$ cat config.mk
export PLATFORM = sky130hd
export DESIGN_NAME = game_pad_serial_poller
export DESIGN_NICKNAME = d
export VERILOG_FILES = /design/src/rtl/gpsp_pkg.sv /design/src/rtl/gpsp_frame.sv /design/src/rtl/gpsp_decode.sv /design/src/rtl/game_pad_serial_poller.sv
export SDC_FILE = /design/constraint.sdc
export NUM_CORES = 1
export LEC_CHECK = 0
export ABC_AREA = 0
export BUFFER_PORTS_ARGS = -buffer_cell sky130_fd_sc_hd__buf_2
export CAP_MARGIN = 15
export CELL_PAD_IN_SITES_DETAIL_PLACEMENT = 1
export CELL_PAD_IN_SITES_GLOBAL_PLACEMENT = 2
export CORE_MARGIN = 4
export CORE_UTILIZATION = 40
export CTS_BUF_LIST = sky130_fd_sc_hd__clkbuf_16
export CTS_CLUSTER_DIAMETER = 200
export DETAILED_ROUTE_END_ITERATION = 12
export PLACE_DENSITY = 0.88
export SYNTH_ARGS = -nofsm -noshare
export SYNTH_HDL_FRONTEND = slang
export SYNTH_SLANG_ARGS = --single-unit
export TNS_END_PERCENT = 50
$ cat constraint.sdc
create_clock -name clk -period 15.7 [get_ports clk]
set_clock_uncertainty 0.1 [all_clocks]
set_input_delay 3.14 -clock clk [delete_from_list [all_inputs] [get_ports clk]]
set_output_delay 3.14 -clock clk [all_outputs]
set_load 0.01 [all_outputs]
$ cat src/rtl/gpsp_pkg.sv
`timescale 1ns / 1ps
package gpsp_pkg;

  // frame geometry
  localparam int FRAME_BYTES = 9;
  localparam int BYTE_CNT_W  = 5;
  localparam int STORE_BYTES = 8;

  // protocol bytes
  localparam logic [7:0] CMD_BYTE_START = 8'h01;
  localparam logic [7:0] CMD_BYTE_POLL  = 8'h42;
  localparam logic [7:0] CMD_BYTE_IDLE  = 8'h00;
  localparam logic [7:0] ACK_BYTE       = 8'h5a;
  localparam logic [7:0] AXIS_CENTER    = 8'h80;

  // L3 and R3 sit in bits 1 and 2 of the button word
  localparam logic [15:0] STICK_BTN_MASK = 16'h0006;

  // input opcodes
  localparam logic OP_START = 1'b0;
  localparam logic OP_BIT   = 1'b1;

  // config register indexes
  localparam int CFG_IDX_W = 2;
  localparam logic [CFG_IDX_W-1:0] REG_DIGITAL_ID = 2'd0;
  localparam logic [CFG_IDX_W-1:0] REG_RED_ID     = 2'd1;
  localparam logic [CFG_IDX_W-1:0] REG_GREEN_ID   = 2'd2;

  localparam logic [7:0] DIGITAL_ID_RST = 8'h41;
  localparam logic [7:0] RED_ID_RST     = 8'h73;
  localparam logic [7:0] GREEN_ID_RST   = 8'h53;

  typedef struct packed {
    logic op;
    logic data_bit;
  } in_item_t;

  typedef struct packed {
    logic        cmd_bit;
    logic        frame_done;
    logic [7:0]  pad_id;
    logic        decoded_valid;
    logic [15:0] buttons;
    logic [7:0]  right_x;
    logic [7:0]  right_y;
    logic [7:0]  left_x;
    logic [7:0]  left_y;
  } out_item_t;

  typedef struct packed {
    logic [7:0] digital_id;
    logic [7:0] red_id;
    logic [7:0] green_id;
  } cfg_regs_t;

  // bytes[k] holds frame byte k+1
  typedef struct packed {
    logic                        done;
    logic [STORE_BYTES-1:0][7:0] bytes;
  } frame_evt_t;

  function automatic logic [7:0] cmd_byte(input logic [BYTE_CNT_W-1:0] idx);
    logic [7:0] b;
    case (idx)
      BYTE_CNT_W'(0): b = CMD_BYTE_START;
      BYTE_CNT_W'(1): b = CMD_BYTE_POLL;
      default:        b = CMD_BYTE_IDLE;
    endcase
    return b;
  endfunction

endpackage

$ cat src/rtl/gpsp_frame.sv
`timescale 1ns / 1ps
module gpsp_frame (
  input  logic                clk,
  input  logic                rst_n,
  input  logic                step,
  input  gpsp_pkg::in_item_t  item,
  output logic                cmd_bit,
  output gpsp_pkg::frame_evt_t evt
);
  import gpsp_pkg::*;

  logic                        in_frame_r, in_frame_nxt;
  logic [2:0]                  bit_cnt_r, bit_cnt_nxt;
  logic [BYTE_CNT_W-1:0]       byte_cnt_r, byte_cnt_nxt;
  logic [7:0]                  shift_r, shift_nxt;
  logic [STORE_BYTES-1:0][7:0] store_r, store_nxt;
  logic [7:0]                  shift_in;
  logic                        byte_end;
  logic                        done;
  logic [7:0]                  cmd_nxt;

  assign shift_in = {item.data_bit, shift_r[7:1]};
  assign byte_end = (bit_cnt_r == 3'd7);

  // frame counters and shifter
  always_comb begin
    in_frame_nxt = in_frame_r;
    bit_cnt_nxt  = bit_cnt_r;
    byte_cnt_nxt = byte_cnt_r;
    shift_nxt    = shift_r;
    store_nxt    = store_r;
    done         = 1'b0;
    if (item.op == OP_START) begin
      in_frame_nxt = 1'b1;
      bit_cnt_nxt  = 3'd0;
      byte_cnt_nxt = '0;
      shift_nxt    = 8'h00;
    end else if (in_frame_r) begin
      shift_nxt   = shift_in;
      bit_cnt_nxt = bit_cnt_r + 3'd1;
      if (byte_end) begin
        for (int k = 0; k < STORE_BYTES; k++) begin
          if (byte_cnt_r == BYTE_CNT_W'(k + 1)) begin
            store_nxt[k] = shift_in;
          end
        end
        shift_nxt    = 8'h00;
        byte_cnt_nxt = byte_cnt_r + BYTE_CNT_W'(1);
        if (byte_cnt_r == BYTE_CNT_W'(FRAME_BYTES - 1)) begin
          in_frame_nxt = 1'b0;
          byte_cnt_nxt = '0;
          done         = 1'b1;
        end
      end
    end
  end

  // command level for the next bit slot
  assign cmd_nxt = cmd_byte(byte_cnt_nxt);
  assign cmd_bit = in_frame_nxt ? cmd_nxt[bit_cnt_nxt] : 1'b1;

  // decode sees the byte store including the byte that just closed
  assign evt.done  = done;
  assign evt.bytes = store_nxt;

  always_ff @(posedge clk) begin
    if (!rst_n) begin
      in_frame_r <= 1'b0;
      bit_cnt_r  <= 3'd0;
      byte_cnt_r <= '0;
      shift_r    <= 8'h00;
    end else if (step) begin
      in_frame_r <= in_frame_nxt;
      bit_cnt_r  <= bit_cnt_nxt;
      byte_cnt_r <= byte_cnt_nxt;
      shift_r    <= shift_nxt;
    end
  end

  // received bytes, no reset: read only after written in the same frame
  always_ff @(posedge clk) begin
    if (step) begin
      store_r <= store_nxt;
    end
  end

endmodule

$ cat src/rtl/gpsp_decode.sv
`timescale 1ns / 1ps
module gpsp_decode (
  input  logic                 clk,
  input  logic                 rst_n,
  input  logic                 step,
  input  gpsp_pkg::frame_evt_t evt,
  input  gpsp_pkg::cfg_regs_t  cfg,
  output logic [7:0]           pad_id,
  output logic                 decoded_valid,
  output logic [15:0]          buttons,
  output logic [3:0][7:0]      axes
);
  import gpsp_pkg::*;

  logic [7:0]      last_id_r, last_id_nxt;
  logic            last_valid_r, last_valid_nxt;
  logic [15:0]     buttons_r, buttons_nxt;
  logic [3:0][7:0] axes_r, axes_nxt;
  logic [7:0]      id;
  logic            is_red, is_green, known, good;
  logic [15:0]     fresh, keep;

  assign id       = evt.bytes[0];
  assign is_red   = (id == cfg.red_id);
  assign is_green = (id == cfg.green_id);
  assign known    = (id == cfg.digital_id) || is_red || is_green;
  assign good     = known && (evt.bytes[1] == ACK_BYTE);
  assign fresh    = ~{evt.bytes[3], evt.bytes[2]};
  assign keep     = is_red ? 16'h0000 : STICK_BTN_MASK;

  // frame decode on the closing bit
  always_comb begin
    last_id_nxt    = last_id_r;
    last_valid_nxt = last_valid_r;
    buttons_nxt    = buttons_r;
    axes_nxt       = axes_r;
    if (evt.done) begin
      last_id_nxt    = id;
      last_valid_nxt = good;
      if (good) begin
        buttons_nxt = (buttons_r & keep) | (fresh & ~keep);
        if (is_red || is_green) begin
          axes_nxt = {evt.bytes[7], evt.bytes[6], evt.bytes[5], evt.bytes[4]};
        end else begin
          axes_nxt = {4{AXIS_CENTER}};
        end
      end
    end
  end

  assign pad_id        = last_id_nxt;
  assign decoded_valid = last_valid_nxt;
  assign buttons       = buttons_nxt;
  assign axes          = axes_nxt;

  always_ff @(posedge clk) begin
    if (!rst_n) begin
      last_id_r    <= 8'h00;
      last_valid_r <= 1'b0;
      buttons_r    <= 16'h0000;
      axes_r       <= {4{AXIS_CENTER}};
    end else if (step) begin
      last_id_r    <= last_id_nxt;
      last_valid_r <= last_valid_nxt;
      buttons_r    <= buttons_nxt;
      axes_r       <= axes_nxt;
    end
  end

endmodule

$ cat src/rtl/game_pad_serial_poller.sv
`timescale 1ns / 1ps
// Host side of a game pad poll frame.
// Input channel (in_valid/in_ready/in_item): op 0 opens a frame, op 1 hands
// in one sampled data bit, LSB first. Every accepted item gives exactly one
// result item on the output channel (out_valid/out_ready/out_item): the
// command level for the next bit slot, a frame done flag and the held pad
// state (id, valid, buttons, four axes), updated when a frame closes.
// Config channel (cfg_valid/cfg_ready/cfg_index/cfg_data): index 0 digital
// id, 1 analog red id, 2 analog green id; always ready, other indexes drop.
// Path: an accepted item passes the input register, then the result
// register. Throughput: one item per cycle while the output is not stalled;
// the whole bit step is one pass of logic between the two registers.
// Reset (rst_n low, synchronous): no frame open, buttons 0, axes 0x80,
// pad id 0, ids back to 0x41, 0x73, 0x53.
// Stall: while out_ready is low the result holds; the input register takes
// one more item, then in_ready drops until the result is taken.
module game_pad_serial_poller (
  input  logic                                clk,
  input  logic                                rst_n,
  input  logic                                in_valid,
  output logic                                in_ready,
  input  gpsp_pkg::in_item_t                  in_item,
  output logic                                out_valid,
  input  logic                                out_ready,
  output gpsp_pkg::out_item_t                 out_item,
  input  logic                                cfg_valid,
  output logic                                cfg_ready,
  input  logic [gpsp_pkg::CFG_IDX_W-1:0]      cfg_index,
  input  logic [7:0]                          cfg_data
);
  import gpsp_pkg::*;

  logic       in_valid_r;
  in_item_t   in_item_r;
  logic       out_valid_r;
  out_item_t  out_item_r, out_item_nxt;
  cfg_regs_t  cfg_r;
  logic       advance;
  logic       cmd_bit;
  frame_evt_t evt;
  logic [7:0] pad_id;
  logic       decoded_valid;
  logic [15:0] buttons;
  logic [3:0][7:0] axes;

  assign advance   = in_valid_r && (!out_valid_r || out_ready);
  assign in_ready  = !in_valid_r || advance;
  assign cfg_ready = 1'b1;
  assign out_valid = out_valid_r;
  assign out_item  = out_item_r;

  // config registers
  always_ff @(posedge clk) begin
    if (!rst_n) begin
      cfg_r.digital_id <= DIGITAL_ID_RST;
      cfg_r.red_id     <= RED_ID_RST;
      cfg_r.green_id   <= GREEN_ID_RST;
    end else if (cfg_valid) begin
      case (cfg_index)
        REG_DIGITAL_ID: cfg_r.digital_id <= cfg_data;
        REG_RED_ID:     cfg_r.red_id     <= cfg_data;
        REG_GREEN_ID:   cfg_r.green_id   <= cfg_data;
        default: ;
      endcase
    end
  end

  // input register
  always_ff @(posedge clk) begin
    if (!rst_n) begin
      in_valid_r <= 1'b0;
    end else if (in_ready) begin
      in_valid_r <= in_valid;
    end
  end

  always_ff @(posedge clk) begin
    if (in_valid && in_ready) begin
      in_item_r <= in_item;
    end
  end

  gpsp_frame u_frame (
    .clk     (clk),
    .rst_n   (rst_n),
    .step    (advance),
    .item    (in_item_r),
    .cmd_bit (cmd_bit),
    .evt     (evt)
  );

  gpsp_decode u_decode (
    .clk           (clk),
    .rst_n         (rst_n),
    .step          (advance),
    .evt           (evt),
    .cfg           (cfg_r),
    .pad_id        (pad_id),
    .decoded_valid (decoded_valid),
    .buttons       (buttons),
    .axes          (axes)
  );

  // result assembly
  always_comb begin
    out_item_nxt.cmd_bit       = cmd_bit;
    out_item_nxt.frame_done    = evt.done;
    out_item_nxt.pad_id        = pad_id;
    out_item_nxt.decoded_valid = decoded_valid;
    out_item_nxt.buttons       = buttons;
    out_item_nxt.right_x       = axes[0];
    out_item_nxt.right_y       = axes[1];
    out_item_nxt.left_x        = axes[2];
    out_item_nxt.left_y        = axes[3];
  end

  // result register
  always_ff @(posedge clk) begin
    if (!rst_n) begin
      out_valid_r <= 1'b0;
    end else if (advance) begin
      out_valid_r <= 1'b1;
    end else if (out_ready) begin
      out_valid_r <= 1'b0;
    end
  end

  always_ff @(posedge clk) begin
    if (advance) begin
      out_item_r <= out_item_nxt;
    end
  end

endmodule

## Word level (Yosys, flattened, before mapping)

Index checks and enable logic that the tools add are counted.

- $add $sub $neg: 2
- $mul: 0
- Div/mod/pow operators: 0
- Order comparisons: 1
- Eq/ne operators: 17
- Shifts and indexed selects: 0
- Mux-type cells: 41
- Bitwise gates (word level): 5
- Reduce and logical (&&, ||, !) cells: 17

Operators by type and width:

| cell | number |
|---|---|
| 64-bit two-way mux | 3 |
| 32-bit two-way mux | 3 |
| 8-bit two-way mux | 12 |
| 16-bit bitwise AND | 2 |
| 16-bit two-way mux | 2 |
| 16-bit inverter | 2 |
| 8-bit equality test | 3 |
| 5-bit by 3-bit equality test with 1-bit output (second input constant) | 4 |
| 5-bit two-way mux | 4 |
| 16-bit bitwise OR | 1 |
| 7-bit one-hot mux with 2 select lines | 1 |
| 1-bit two-way mux | 12 |
| 5-bit by 1-bit equality test with 1-bit output (second input constant) | 2 |
| 5-bit by 2-bit equality test with 1-bit output (second input constant) | 2 |
| 3-bit two-way mux | 3 |
| 8-bit by 7-bit equality test with 1-bit output (second input constant) | 1 |
| 2-bit AND reduction | 4 |
| 5-bit by 1-bit adder with 5-bit output (second input constant) | 1 |
| 5-bit by 4-bit equality test with 1-bit output (second input constant) | 1 |
| 5-bit zero test | 1 |
| 1-bit logical OR | 5 |
| 3-bit by 4-bit < comparator with 1-bit output (second input constant) | 1 |
| 3-bit by 1-bit adder with 3-bit output (second input constant) | 1 |
| 1-bit binary-select mux with 3-bit select | 1 |
| 8 further kinds | 11 |

- Register bits: 225
- Latch bits: 0
- RAM bits: 0
- Memory bits (read-only): 0
- Input bits: 17
- Word-level logic and storage cells: 118
- Memories: 0

## Depth between registers and ports, before layout

- Depth after elaboration: 12
- Depth in mapped cells: 12

## Modules after synthesis

Synthesis repeated with hierarchy kept, for this count alone.

- Cells, all modules: 740
- Area total of the unflattened synthesis: 9,656.8 µm²

By module, submodules not included:

| module | times used | cells an instance | area each (µm²) | seq. area each (µm²) |
|---|---|---|---|---|
| gpsp_frame | 1 | 274 | 3,867.5 | 2,242.2 |
| gpsp_decode | 1 | 300 | 2,899.0 | 1,141.1 |
| game_pad_serial_poller | 1 | 166 | 2,890.3 | 2,352.3 |

## Worst setup path before layout

No wires, ideal clock.

- Path type: in2reg
- From: input out_ready
- To: register out_item_r, in the netlist out_item[0] (enable)
- Data arrival time: 7.157 ns
- Required time: 15.065 ns
- Path slack: 7.908 ns
- Stages on the path: 5
- Buffers on the path: 2
- Cell sequence: nor2b_1 > nand2b_1 > clkbuf_1 > inv_2 > buf_1

- Longest elaborated chain between the ends: 2

Ends and longest elaborated chain:

| element | RTL line | RTL |
|---|---|---|
| from (decl) | game_pad_serial_poller.sv:24 | `input logic out_ready,` |
| 1-bit logical OR | game_pad_serial_poller.sv:46 | `assign advance = in_valid_r && (!out_valid_r \|\| out_ready);` |
| 1-bit logical AND | game_pad_serial_poller.sv:46 |  |
| net advance | game_pad_serial_poller.sv:38 | `logic advance;` |
| to (signal assigned) | game_pad_serial_poller.sv:130 | `out_item_r <= out_item_nxt;` |
| to (decl) | game_pad_serial_poller.sv:36 | `out_item_t out_item_r, out_item_nxt;` |

The timed path passes the listed nets, and every way through them passes these cells.
A chain may end at the register's enable or synchronous reset.

## Worst setup path in the final report

- From: input out_ready
- To: output in_ready

- Longest elaborated chain between the ends: 3

Ends and longest elaborated chain:

| element | RTL line | RTL |
|---|---|---|
| 1-bit logical OR | game_pad_serial_poller.sv:46 |  |
| 1-bit logical AND | game_pad_serial_poller.sv:46 |  |
| 1-bit logical OR | game_pad_serial_poller.sv:47 | `assign in_ready = !in_valid_r \|\| advance;` |
| to (decl) | game_pad_serial_poller.sv:21 | `output logic in_ready,` |

Every way passes these cells.

==> results.cfg <==
[outcome]
outcome = complete, no violations

[placement]
portBuffers = 77
place_congestion = 0.8661
placed_area_mm2 = 0.01049
dp_hpwl_um = 16250

[worst_setup_path]
path_cells = buf_2 -> nor2b_1 -> nand2_1 -> buf_2
cp.arrival_ns = 3.67
crit_top_cell = buf_2
cp_max_fo = 4
critPathKind = input port to primary output
cp-start-kind = input port
crit_slowest_cell = nor2b_1
crit_path_max_incr_delay_ns = 0.20
cp.required_ns = 12.46
cp-end-kind = primary output

[logic_synthesis]
ys_ff_latch = 224
syn_area_mm2 = 0.009906
syn_inst = 929
syn_avg_cell_area_um2 = 10.66
synth_warnings = 0
synth-edff-count = 125
syn_nets = 952
ys_async_sr_fraction_pct = 0
yosysUniqueCellTypes = 62
ys_seq_area_share_pct = 57.90
synth_ff_type = edfxtp_1

[clocking]
cts_tree = yes
post_cts_resized = 0
cts_setup_buffers = 0
root_buffer = clkbuf_16
cts_sinks = 224
clk_latency_ns = 0.53
cts_max_path_buffers = 3
clk_pin_slew_worst_paths_ns = 0.06
cts_hold_buf = 0
htree_levels = 1
cts_buffers = 25

[global_route]
grt_max_degree = 76
grt_pass1_wl_um = 41880
antenna_found_initial = 0
grt_pass1_vias = 7536
overflow = 0
track_usage_pct = 19.22

[final_layout]
antenna_cells = 0
finalNetCount = 1001
regArea_mm2 = 0.005736
syn_to_final_growth_pct = 13.44
design_area_mm2 = 0.01124
final_layout_size_suffix_gt1_share_pct = 16.97
final_common_cell = edfxtp_1
most-common-layout-cells = 125 x edfxtp_1, 110 x nand2_1, 102 x o21ai_0, 99 x dfxtp_1, 77 x buf_2
multi_input_area_mm2 = 0.003766
fill_cells = 2654

[sta]
worstMarginPinSlew_ns = 1.084
fin_setup_tns_ns = 0
max-slew-margin-rel_pct = 27.62
slew_violations = 0
finalSetupViolCount = 0
timing.fmax_ghz = 0.1447
rsz0062_at_grt = false
post-route-min-period_ns = 6.912
final_hold_viol_count = 0
fin_crit_sh_pct = 44.03

[drt]
post_drt_wl_per_cell_um = 19.81
drtIter0Drc = 496
drtAntennaViolNets = 0
finalWirelength_um = 26150
vias_per_cell = 5.535
vias = 7306
drt_pass1_iterations = 6
drc = 0

[pwr]
clock_power_share_pct = 44.4
p_leak_uw = 0.003711
vdd_drop_max_mv = 0.07698
p_per_area_mw_per_mm2 = 108.5
p_int_uw = 945.8
p_sw_uw = 273.1
comb_power_share_pct = 3.5
seqPwrFrac_pct = 52.1
swShare_pct = 22.40

[floorplanning]
fp.dieW_um = 165.4
start_util_pct = 40.73
ioPinCount = 79
die_h_um = 165.4
die-area_mm2 = 0.02735
core-area_mm2 = 0.02432
num_rows = 57

[worst_hold_path]
hold_class = register to register

[run]
cap_viol_max_count = 0
final cells by class:
type	instances	area share, %
Sequential cell	224	51.04
Multi-Input combinational cell	609	33.52
Timing Repair Buffer	88	4.164
Clock buffer	25	5.567
Clock inverter	20	1.069
Inverter	30	1.036
Tap cell	324	3.608
final timing paths:
kind	from	to	slack (ns)	cells after the start
max	out_ready	in_ready	8.79	4
min	u_decode.last_id_r[5]$_SDFFE_PN0P_	u_decode.last_id_r[5]$_SDFFE_PN0P_	0.36	2
max reg2reg	u_frame.bit_cnt_r[0]$_SDFFE_PN0P_	out_item[1]$_DFFE_PP_	11.21	9
min reg2reg	u_decode.last_id_r[5]$_SDFFE_PN0P_	u_decode.last_id_r[5]$_SDFFE_PN0P_	0.36	2
worst max-delay path: cells and delay by family:
family / cells / cell delay, ns
AND/OR/NAND/NOR: 2 / 0.29
buffers and inverters: 2 / 0.24
power groups by stage:
stage	registers (µW)	clock network, µW	logic, µW
after global routing	636	578	46.9
after global placement	647	0	42.2
after detailed placement	647	0	42.8
after floorplan	651	0	22.6
after CTS	635	553	42.8
final	635	542	42.1
Yosys cell counts, drive strengths merged, types with 6 or more instances:
cell | n | share of area [%]
nand2 | 110 | 4.2
nand3 | 53 | 2.7
edfxtp | 125 | 38
ha | 6 | 0.76
mux2i | 21 | 2.1
clkbuf | 45 | 1.7
xnor2 | 14 | 1.2
dfxtp | 99 | 20
nor2 | 34 | 1.4
a22o | 29 | 2.6
a21oi | 76 | 3.8
mux2 | 38 | 4.3
buf | 21 | 1.3
o211ai | 6 | 0.45
xor2 | 17 | 1.5
o21ai | 109 | 5.5
inv | 29 | 1.1
nor3 | 14 | 0.87
or3 | 16 | 1.0
nand4 | 7 | 0.44
metal layers:
metal	vias to the layer above	wire length (µm)	global-route usage, %
met5	-	0	0
met4	0	408	4.499
met3	34	1161	2.730
met2	142	12680	32.54
met1	3649	11900	26.26
li1	3481	-	-
sequential cells by signal, summed over array words and instances, names as in the netlist:
name                   cells
u_frame.store_r           64
out_item                  59
u_decode.axes_r           32
cfg_r                     24
u_decode.buttons_r        16
u_decode.last_id_r         8
u_frame.shift_r            7
u_frame.byte_cnt_r         5
u_frame.bit_cnt_r          3
in_item_r                  2
in_valid_r                 1
out_valid                  1
u_decode.last_valid_r      1
u_frame.in_frame_r         1
per-stage QoR:
stage                     setup WS, ns  hold WS [ns]  std cells  power [µW]  utilization [%]
after CTS                        8.783        0.3585       1320        1231            46.21
after global routing             8.704        0.3773       1320        1261            46.21
after detailed placement         8.779        0.3479       1275       690.2            43.14
after global placement           8.792        0.3420       1275       689.6            43.14
after floorplan                  7.908        0.3366        929       673.8                -
final                            8.788        0.3568       1320        1219            46.21
logic make-up after synthesis:
group	synth area share (%)
multiplexers	6.442
flip-flops	57.90
adder cells (fa/ha/maj)	0.7578
AND/OR/NAND/NOR	12.88
AO/OA/AOI/OAI	15.09
XOR/XNOR	2.741
buffers and inverters	4.143
other	0.03786
No activity file was read; power rests on OpenSTA's default activity.
